**config.mk**
```make
export PLATFORM = sky130hd
export DESIGN_NAME = vector_l2_normalizer_core
export DESIGN_NICKNAME = d
export VERILOG_FILES = /design/src/hdl/vl2n_pkg.sv /design/src/hdl/vl2n_ctrl.sv /design/src/hdl/vl2n_dpath.sv /design/src/hdl/vector_l2_normalizer_core.sv
export SDC_FILE = /design/constraint.sdc
export NUM_CORES = 2
export LEC_CHECK = 0
export BUFFER_PORTS_ARGS = -buffer_cell sky130_fd_sc_hd__buf_2
export CAP_MARGIN = 25
export CELL_PAD_IN_SITES_DETAIL_PLACEMENT = 1
export CELL_PAD_IN_SITES_GLOBAL_PLACEMENT = 1
export CORE_MARGIN = 3
export CORE_UTILIZATION = 50
export CTS_CLUSTER_SIZE = 30
export DETAILED_ROUTE_END_ITERATION = 10
export PLACE_DENSITY = 0.82
export SLEW_MARGIN = 0
export SYNTH_ARGS = -nofsm -noshare
export SYNTH_HDL_FRONTEND = slang
export SYNTH_HIERARCHICAL = 1
export SYNTH_SLANG_ARGS = --single-unit
```
**constraint.sdc**
```tcl
create_clock -name clk -period 5.7 [get_ports clk]
set_input_delay 0.57 -clock clk [delete_from_list [all_inputs] [get_ports clk]]
set_output_delay 0.57 -clock clk [all_outputs]
set_load 0.1 [all_outputs]
```
**src/hdl/vl2n_pkg.sv**
```systemverilog
// Shared types, widths and controller codes for the vector L2 normalizer.
`default_nettype none

package vl2n_pkg;

	// Vector geometry
	localparam int VEC_LEN = 64;
	localparam int ADDR_W  = $clog2(VEC_LEN);
	localparam int CNT_W   = $clog2(VEC_LEN + 1);

	// Element and accumulator widths
	localparam int ELEM_W  = 16;
	localparam int SQ_W    = 31;
	localparam int SUM_W   = 37;

	// Square root unit: radicand is the sum shifted up by 26, root has 13 fraction bits
	localparam int RAD_SHIFT = 26;
	localparam int RAD_W     = 64;
	localparam int ROOT_W    = 32;
	localparam int SQR_REM_W = 34;

	// Divider: numerator is |x| * 2^29 + root, divisor is 2 * root
	localparam int NUM_SHIFT = 29;
	localparam int NUM_W     = 45;
	localparam int DEN_W     = ROOT_W + 1;
	localparam int QUO_W     = 17;
	localparam int DIV_REM_W = DEN_W;

	// Iteration counts (counter runs down to zero)
	localparam int ITER_W        = 5;
	localparam int ROOT_ITERS    = RAD_W / 2;
	localparam int DIV_ITERS     = QUO_W;

	// Saturation limits in magnitude form
	localparam logic [QUO_W-1:0] POS_LIMIT = QUO_W'(32767);
	localparam logic [QUO_W-1:0] NEG_LIMIT = QUO_W'(32768);

	// Request and result payloads
	typedef struct packed {
		logic signed [ELEM_W-1:0] element;
		logic                     is_final;
	} in_req_t;

	typedef struct packed {
		logic signed [ELEM_W-1:0] norm_element;
		logic                     final_out;
		logic                     zero_norm;
		logic                     overflowed;
	} out_res_t;

	// Controller states
	typedef enum logic [2:0] {
		ST_IDLE,
		ST_ACC,
		ST_PREP,
		ST_ROOT,
		ST_RD,
		ST_LOAD,
		ST_DIV,
		ST_EMIT
	} state_t;

	// Controller to datapath commands
	typedef struct packed {
		logic load;
		logic acc;
		logic prep;
		logic root_step;
		logic rd;
		logic div_load;
		logic div_step;
		logic emit;
	} dp_cmd_t;

	// Datapath to controller status
	typedef struct packed {
		logic fin;
		logic sum_zero;
		logic zero_run;
		logic iter_last;
		logic last;
	} dp_stat_t;

endpackage

`default_nettype wire

```
**src/hdl/vl2n_ctrl.sv**
```systemverilog
// Sequencing state machine for the vector L2 normalizer.
`default_nettype none

module vl2n_ctrl
	import vl2n_pkg::*;
(
	input  wire logic     clk,
	input  wire logic     arst_n,
	input  wire logic     start,
	output logic          busy,
	output dp_cmd_t       cmd,
	input  wire dp_stat_t stat
);

	state_t state_q;
	state_t state_d;

	// State register
	always_ff @(posedge clk or negedge arst_n) begin
		if (!arst_n) begin
			state_q <= ST_IDLE;
		end else begin
			state_q <= state_d;
		end
	end

	// Next state and commands
	always_comb begin
		state_d = state_q;
		cmd     = '0;
		busy    = 1'b1;
		case (state_q)
			ST_IDLE: begin
				busy = 1'b0;
				if (start) begin
					cmd.load = 1'b1;
					state_d  = ST_ACC;
				end
			end
			ST_ACC: begin
				cmd.acc = 1'b1;
				state_d = stat.fin ? ST_PREP : ST_IDLE;
			end
			ST_PREP: begin
				cmd.prep = 1'b1;
				state_d  = stat.sum_zero ? ST_RD : ST_ROOT;
			end
			ST_ROOT: begin
				cmd.root_step = 1'b1;
				if (stat.iter_last) begin
					state_d = ST_RD;
				end
			end
			ST_RD: begin
				cmd.rd  = 1'b1;
				state_d = ST_LOAD;
			end
			ST_LOAD: begin
				cmd.div_load = 1'b1;
				state_d      = stat.zero_run ? ST_EMIT : ST_DIV;
			end
			ST_DIV: begin
				cmd.div_step = 1'b1;
				if (stat.iter_last) begin
					state_d = ST_EMIT;
				end
			end
			ST_EMIT: begin
				cmd.emit = 1'b1;
				state_d  = stat.last ? ST_IDLE : ST_RD;
			end
			default: begin
				state_d = ST_IDLE;
			end
		endcase
	end

endmodule

`default_nettype wire

```
**src/hdl/vl2n_dpath.sv**
```systemverilog
// Datapath: element buffer, square accumulator, bit-serial square root and divider.
`default_nettype none

module vl2n_dpath
	import vl2n_pkg::*;
(
	input  wire logic    clk,
	input  wire logic    arst_n,
	input  wire in_req_t req,
	input  wire dp_cmd_t cmd,
	output dp_stat_t     stat,
	output logic         done,
	output out_res_t     result
);

	// Element buffer
	logic [ELEM_W-1:0] mem [VEC_LEN];
	logic [ELEM_W-1:0] rd_data_q;

	// Run state
	logic [CNT_W-1:0]  count_q;
	logic [SUM_W-1:0]  sum_q;
	logic              drop_q;
	logic              fin_q;
	logic              zero_q;
	logic [ADDR_W-1:0] idx_q;
	logic [ITER_W-1:0] iter_q;

	// Square pipeline stage
	logic signed [2*ELEM_W-1:0] sq_full;
	logic [SQ_W-1:0]            sq_s1;
	logic                       room;

	// Square root unit
	logic [RAD_W-1:0]     rad_q;
	logic [SQR_REM_W-1:0] srem_q;
	logic [ROOT_W-1:0]    root_q;
	logic [SQR_REM_W+1:0] s_cand;
	logic [SQR_REM_W+1:0] s_trial;
	logic                 s_take;

	// Divider
	logic [DIV_REM_W-1:0] drem_q;
	logic [QUO_W-1:0]     quo_q;
	logic                 sign_q;
	logic [ELEM_W-1:0]    mag;
	logic [NUM_W-1:0]     num;
	logic [DEN_W-1:0]     den;
	logic [DIV_REM_W:0]   d_cand;
	logic                 d_take;

	// Output
	logic [ELEM_W-1:0] res_val;
	logic              last;
	logic              done_q;
	out_res_t          result_q;

	assign room    = count_q < CNT_W'(VEC_LEN);
	assign sq_full = req.element * req.element;
	assign last    = (CNT_W'({1'b0, idx_q}) + CNT_W'(1)) == count_q;

	// Buffer write on accept, registered read
	always_ff @(posedge clk) begin
		if (cmd.load && room) begin
			mem[count_q[ADDR_W-1:0]] <= req.element;
		end
		if (cmd.rd) begin
			rd_data_q <= mem[idx_q];
		end
	end

	// Square stage: dropped elements contribute nothing
	always_ff @(posedge clk) begin
		if (cmd.load) begin
			sq_s1 <= room ? sq_full[SQ_W-1:0] : '0;
		end
	end

	// Run bookkeeping
	always_ff @(posedge clk or negedge arst_n) begin
		if (!arst_n) begin
			count_q <= '0;
			sum_q   <= '0;
			drop_q  <= 1'b0;
			fin_q   <= 1'b0;
			zero_q  <= 1'b0;
			idx_q   <= '0;
			iter_q  <= '0;
			done_q  <= 1'b0;
		end else begin
			done_q <= cmd.emit;
			if (cmd.load) begin
				fin_q <= req.is_final;
				if (room) begin
					count_q <= count_q + CNT_W'(1);
				end else begin
					drop_q <= 1'b1;
				end
			end
			if (cmd.acc) begin
				sum_q <= sum_q + SUM_W'(sq_s1);
			end
			if (cmd.prep) begin
				zero_q <= (sum_q == '0);
				idx_q  <= '0;
				iter_q <= ITER_W'(ROOT_ITERS - 1);
			end
			if (cmd.div_load) begin
				iter_q <= ITER_W'(DIV_ITERS - 1);
			end
			if (cmd.root_step || cmd.div_step) begin
				iter_q <= iter_q - ITER_W'(1);
			end
			if (cmd.emit) begin
				if (last) begin
					count_q <= '0;
					sum_q   <= '0;
					drop_q  <= 1'b0;
				end else begin
					idx_q <= idx_q + ADDR_W'(1);
				end
			end
		end
	end

	// Square root: two radicand bits per step, one root bit out
	assign s_cand  = {srem_q, rad_q[RAD_W-1 -: 2]};
	assign s_trial = {2'b00, root_q, 2'b01};
	assign s_take  = s_cand >= s_trial;

	always_ff @(posedge clk) begin
		if (cmd.prep) begin
			rad_q  <= RAD_W'({sum_q, {RAD_SHIFT{1'b0}}});
			srem_q <= '0;
			root_q <= '0;
		end else if (cmd.root_step) begin
			rad_q  <= {rad_q[RAD_W-3:0], 2'b00};
			srem_q <= s_take ? SQR_REM_W'(s_cand - s_trial) : s_cand[SQR_REM_W-1:0];
			root_q <= {root_q[ROOT_W-2:0], s_take};
		end
	end

	// Divider: restoring, one quotient bit per step
	assign mag    = rd_data_q[ELEM_W-1] ? ELEM_W'(~rd_data_q + ELEM_W'(1)) : rd_data_q;
	assign num    = ({mag, {NUM_SHIFT{1'b0}}}) + NUM_W'(root_q);
	assign den    = {root_q, 1'b0};
	assign d_cand = {drem_q, quo_q[QUO_W-1]};
	assign d_take = d_cand >= {1'b0, den};

	always_ff @(posedge clk) begin
		if (cmd.div_load) begin
			sign_q <= rd_data_q[ELEM_W-1];
			drem_q <= DIV_REM_W'(num[NUM_W-1:QUO_W]);
			quo_q  <= num[QUO_W-1:0];
		end else if (cmd.div_step) begin
			drem_q <= d_take ? DIV_REM_W'(d_cand - {1'b0, den}) : d_cand[DIV_REM_W-1:0];
			quo_q  <= {quo_q[QUO_W-2:0], d_take};
		end
	end

	// Sign and saturation
	always_comb begin
		res_val = '0;
		if (!zero_q) begin
			if (sign_q) begin
				res_val = (quo_q > NEG_LIMIT) ? NEG_LIMIT[ELEM_W-1:0]
				                              : ELEM_W'(QUO_W'(0) - quo_q);
				if (quo_q > NEG_LIMIT) begin
					res_val = ELEM_W'(QUO_W'(0) - NEG_LIMIT);
				end
			end else begin
				res_val = (quo_q > POS_LIMIT) ? POS_LIMIT[ELEM_W-1:0] : quo_q[ELEM_W-1:0];
			end
		end
	end

	// Result register, one-cycle strobe
	always_ff @(posedge clk) begin
		if (cmd.emit) begin
			result_q.norm_element <= res_val;
			result_q.final_out    <= last;
			result_q.zero_norm    <= zero_q;
			result_q.overflowed   <= drop_q;
		end
	end

	assign done   = done_q;
	assign result = result_q;

	// Status to controller
	always_comb begin
		stat           = '0;
		stat.fin       = fin_q;
		stat.sum_zero  = (sum_q == '0);
		stat.zero_run  = zero_q;
		stat.iter_last = (iter_q == '0);
		stat.last      = last;
	end

	// Buffer never holds more than the vector length
	a_count_bound: assert property (@(posedge clk) disable iff (!arst_n)
		count_q <= CNT_W'(VEC_LEN))
		else $error("element count past vector length");

	// A nonzero sum needs at least one stored element
	a_sum_count: assert property (@(posedge clk) disable iff (!arst_n)
		(sum_q != '0) |-> (count_q != '0))
		else $error("square sum without stored elements");

	// Normalized magnitude never exceeds one
	a_quo_bound: assert property (@(posedge clk) disable iff (!arst_n)
		(cmd.emit && !zero_q) |-> (quo_q <= NEG_LIMIT))
		else $error("divider quotient above unit magnitude");

	// Strobe only follows an emit command
	a_done_src: assert property (@(posedge clk) disable iff (!arst_n)
		done |-> $past(cmd.emit))
		else $error("result strobe without emit");

	// Run state is cleared after the final result
	a_run_clear: assert property (@(posedge clk) disable iff (!arst_n)
		(cmd.emit && last) |=> (count_q == '0 && !drop_q))
		else $error("run state not cleared after final result");

endmodule

`default_nettype wire

```
**src/hdl/vector_l2_normalizer_core.sv**
```systemverilog
// Top level of the vector L2 normalizer: controller plus datapath.
//
//  channel  | ports               | handshake
//  ---------+---------------------+------------------------------------------
//  request  | req (in_req_t)      | taken at a clock edge with start=1, busy=0
//  result   | result (out_res_t)  | valid for one cycle while done=1
//
// A non-final element is accepted, then the square of it is accumulated.
// The final element adds a prepare step and the bit-serial square root,
// then for each stored element a buffer read, a divider load, the 17-step
// restoring divider and an emit. A zero-norm vector skips root and divider.
// Results leave one per done pulse and cannot be stalled.
// Reset clears the run count, sum and flags; the buffer needs no clearing.
`default_nettype none

module vector_l2_normalizer_core
	import vl2n_pkg::*;
(
	input  wire logic    clk,
	input  wire logic    arst_n,
	input  wire logic    start,
	output logic         busy,
	input  wire in_req_t req,
	output logic         done,
	output out_res_t     result
);

	dp_cmd_t  cmd;
	dp_stat_t stat;

	// Sequencer
	vl2n_ctrl u_ctrl (
		.clk    (clk),
		.arst_n (arst_n),
		.start  (start),
		.busy   (busy),
		.cmd    (cmd),
		.stat   (stat)
	);

	// Datapath
	vl2n_dpath u_dpath (
		.clk    (clk),
		.arst_n (arst_n),
		.req    (req),
		.cmd    (cmd),
		.stat   (stat),
		.done   (done),
		.result (result)
	);

endmodule

`default_nettype wire
```
==> impl_metrics.yaml <==
status:
  outcome: "finished with violations"
  violations: "setup timing"
cells_and_area:
  syn2layout_area_growth_pct: 13.0
  multi_input_area_sq_mm: 0.0262
  drive_gt1_share_pct: 17.9
  seq_area_sq_mm: 0.0382
  fillerInstances: 12800
  finish.utilization_pct: 57.0
  nets: 5546
synth:
  synth_fa_ha_area_share_pct: 10.6
  synth_top_area_share_pct: 52.9
  synthTopCellsByArea: "edfxtp_1, fa_1, mux4_2"
  ys_types: 93
  syn_avg_cell_area_sq_um: 13.7
  synth_top_area_cell: "edfxtp_1"
  netlist_area_sq_mm: 0.0665
  synthXorXnorAreaFrac_pct: 1.95
  yosys.area_share.simple_pct: 6.81
  yosysWarningCount: 6
  ys_ff_latch: 1306
  synthArstFlopShare_pct: 4.75
  synth_edf_count: 1172
  muxShareOfSynthArea_pct: 11.2
  synth_flop_cell: "edfxtp_1"
  yosysSeqAreaShare_pct: 57.4
  syn_nets: 5311
  synth_cells: 4869
  synth_top_family_by_area: "multiplexers"
  synth_compound_area_share_pct: 8.24
setup_path:
  critPathMostFrequentCell: "fa_1"
  crit_fanout: 9
  critical-path-slowest-cell: "fa_1"
  cp_cell_sequence: "buf_8 -> buf_4 -> and2_4 -> fa_1 -> inv_2 -> fa_1 -> inv_1 -> ha_1 -> inv_1 -> fa_1 -> inv_1 -> fa_1 -> inv_2 -> fa_1 -> inv_1 -> ha_2 -> nor4_2 -> o21a_1 -> nor3_2 -> or3_4 -> a31oi_4 -> o311ai_4 -> o31ai_2 -> mux2_4"
  crit_path_end_kind: "register"
  cp_data_required_time_ns: 6.20
  crit_arrival_ns: 6.30
  critical_path_class: "in2reg"
  cpPeakStageDelay_ns: 0.55
  startpoint_type: "input port"
timing:
  final_hold_viol_count: 0
  min_period_ns: 5.80
  timing.setup.tns_ns: -0.142
  worstMarginPinSlew_ns: 1.12
  final_max_slew_viol_count: 0
  rsz0062_at_grt: "yes"
  setup_viol_count_final: 3
  fmax_mhz: 172
  setup_slack_ns: -0.105
  skew_ns: 0.0345
  min_period_over_period_pct: 102
  max_slew_margin_pct: 24.5
routing:
  first_iter_violations: 4506
  routed_wl_mm: 194
  drc: 0
  ant_nets: 0
  first_pass_iters: 6
  vias_per_cell: 6.20
  routedWlPerCell_um: 27.8
  num_vias: 43200
clock_network:
  cts.sinks: 1306
  cts_tree: "done"
  clkLatencyLatePin_ns: 0.78
  cts_buffers: 132
  clk_pin_slew_ns: 0.06
  cts_buffer_depth: 3
  root_buffer: "clkbuf_16"
  cts_htree_levels: 4
placement:
  post-place-ws_ns: -1.08
  gp_congestion: 0.851
  portBuffers: 40
  dp_hpwl_mm: 124
worst_hold_path:
  hold_path.class: "in2reg"
grt:
  antenna_found_initial: 2
  grt-ovfl-total: 0
  grt_pass1_wl_mm: 291
  first_global_vias: 46500
  grt.total_usage_pct: 28.2
  grt_start_max_net_pins: 96
floorplan:
  rows: 133
  dieArea_sq_mm: 0.137
  fp.dieH_um: 371
  pin_count: 41
  die_x_um: 371
  core-area_sq_mm: 0.132
  start_util_pct: 50.4
power_and_ir_drop:
  power_density_mw_per_mm2: 615
  vdd_drop_max_mv: 0.745
  leakage_nw: 27.0
run:
  maxCapViolations: 0
## cell type report
cell class | count | area share (%)
inverter | 411 | 2.05
clock inverter | 65 | 0.869
sequential | 1306 | 50.9
multi-input combinational | 2918 | 34.9
tap | 1755 | 2.92
antenna | 2 | 0.00666
timing repair buffer | 335 | 3.65
clock buffer | 170 | 4.77
## stage by stage
| stage | instances | instance area [sq um] | power, W | hold WS (ns) |
|---|---|---|---|---|
| finish | 6962 | 75100 | 0.0462 | 0.0834 |
| global route | 6960 | 75100 | 0.0494 | 0.0518 |
| CTS | 6954 | 74900 | 0.0456 | 0.0337 |
| detailed placement | 6716 | 70500 | 0.0365 | 0.368 |
| global placement | 6714 | 70400 | 0.0351 | 0.372 |
| floorplan | 4869 | 66800 | 0.0291 | 0.274 |
## Yosys cell counts (all sizes together), types with 125 or more instances
library cell	count
o21ai	157
mux2i	277
inv	411
a21oi	281
nand2	272
nor2	312
fa	234
edfxtp	1172
ha	188
clkbuf	151
mux4	144
mux2	125
## metal layers
layer  global-route usage (%)  routed length, um  vias to the layer above
li1                         -                  -                    18500
met1                     36.7              75100                    22300
met2                     47.5              95900                     1962
met3                     4.45              14600                      411
met4                     11.1               7950                        2
met5                        0                 13                        -
## worst paths after layout
path | start | end | slack, ns | cells after the start
max in group asynchronous | arst_n | u_dpath/idx_q[1]$_DFF_PN0_ | 4.35 | 3
min | req[0] | u_dpath/fin_q$_DFFE_PN0P_ | 0.08 | 2
max reg2reg | u_ctrl/state_q[2]$_DFFE_PN0P_ | u_dpath/mem[54][2]$_DFFE_PP_ | 1.32 | 7
min in group asynchronous | arst_n | u_dpath/done$_DFF_PN0_ | 0.14 | 2
max | req[3] | u_dpath/sq_s1[29]$_SDFFCE_PP0P_ | -0.10 | 24
min reg2reg | u_dpath/srem_q[33]$_SDFFE_PP0P_ | u_dpath/srem_q[33]$_SDFFE_PP0P_ | 0.46 | 2
## placed cells by master, fill, tap and decap left out, types with 123 or more instances in the layout
master,n
edfxtp_1,1172
inv_1,390
nor2_1,309
buf_4,279
mux2i_1,277
a21oi_1,271
nand2_1,258
fa_1,221
ha_1,176
o21ai_0,150
mux4_2,144
clkbuf_16,137
mux2_2,123
## power breakdown
group          leakage (nW)  internal [W]  switching (W)  total (W)
sequential             11.9        0.0121       0.000869     0.0130
combinational          13.1        0.0111         0.0135     0.0246
clock                  2.04       0.00480        0.00379    0.00859
## sequential cells by signal, indices dropped and copies added, names as in the netlist, 3 cells and up
signal,cells
u_dpath/idx_q,6
u_dpath/rd_data_q,16
u_dpath/srem_q,34
u_dpath/result,19
u_dpath/rad_q,38
u_dpath/quo_q,17
u_dpath/drem_q,33
u_dpath/iter_q,5
u_dpath/mem,1024
u_dpath/sum_q,37
u_dpath/sq_s1,30
u_dpath/root_q,32
u_ctrl/state_q,3
u_dpath/count_q,7
## cell families (layout without fill, tap and decap cells)
| kind of cell | count (synthesis) | after routing |
|---|---|---|
| DFF | 1306 | 1306 |
| and+or+nand+nor | 947 | 947 |
| AOI/OAI and AO/OA | 855 | 855 |
| buffers and inverters | 645 | 981 |
| muxes | 546 | 546 |
| adders and majority gates | 422 | 422 |
| xor gates and xnor gates | 148 | 148 |
| other | 0 | 2 |
## repair_timing
item | 4_1_cts | 5_1_grt
hold buffers | 1 | 0
buffers inserted | 2 | 4
setup endpoints to repair | 12 | 11
hold endpoints to repair | 1 | 0
resized for setup | 53 | 41
cloned | 0 | 1
pin swaps | 18 | 28
## worst max-delay path, delay by kind of cell
family,cells,cell delay (ns)
adders and majority gates,7,2.94
buffers and inverters,8,0.67
AOI/OAI and AO/OA,4,0.86
muxes,1,0.32
and+or+nand+nor,4,0.94
Note: power is estimated with default switching activity, not from simulation.
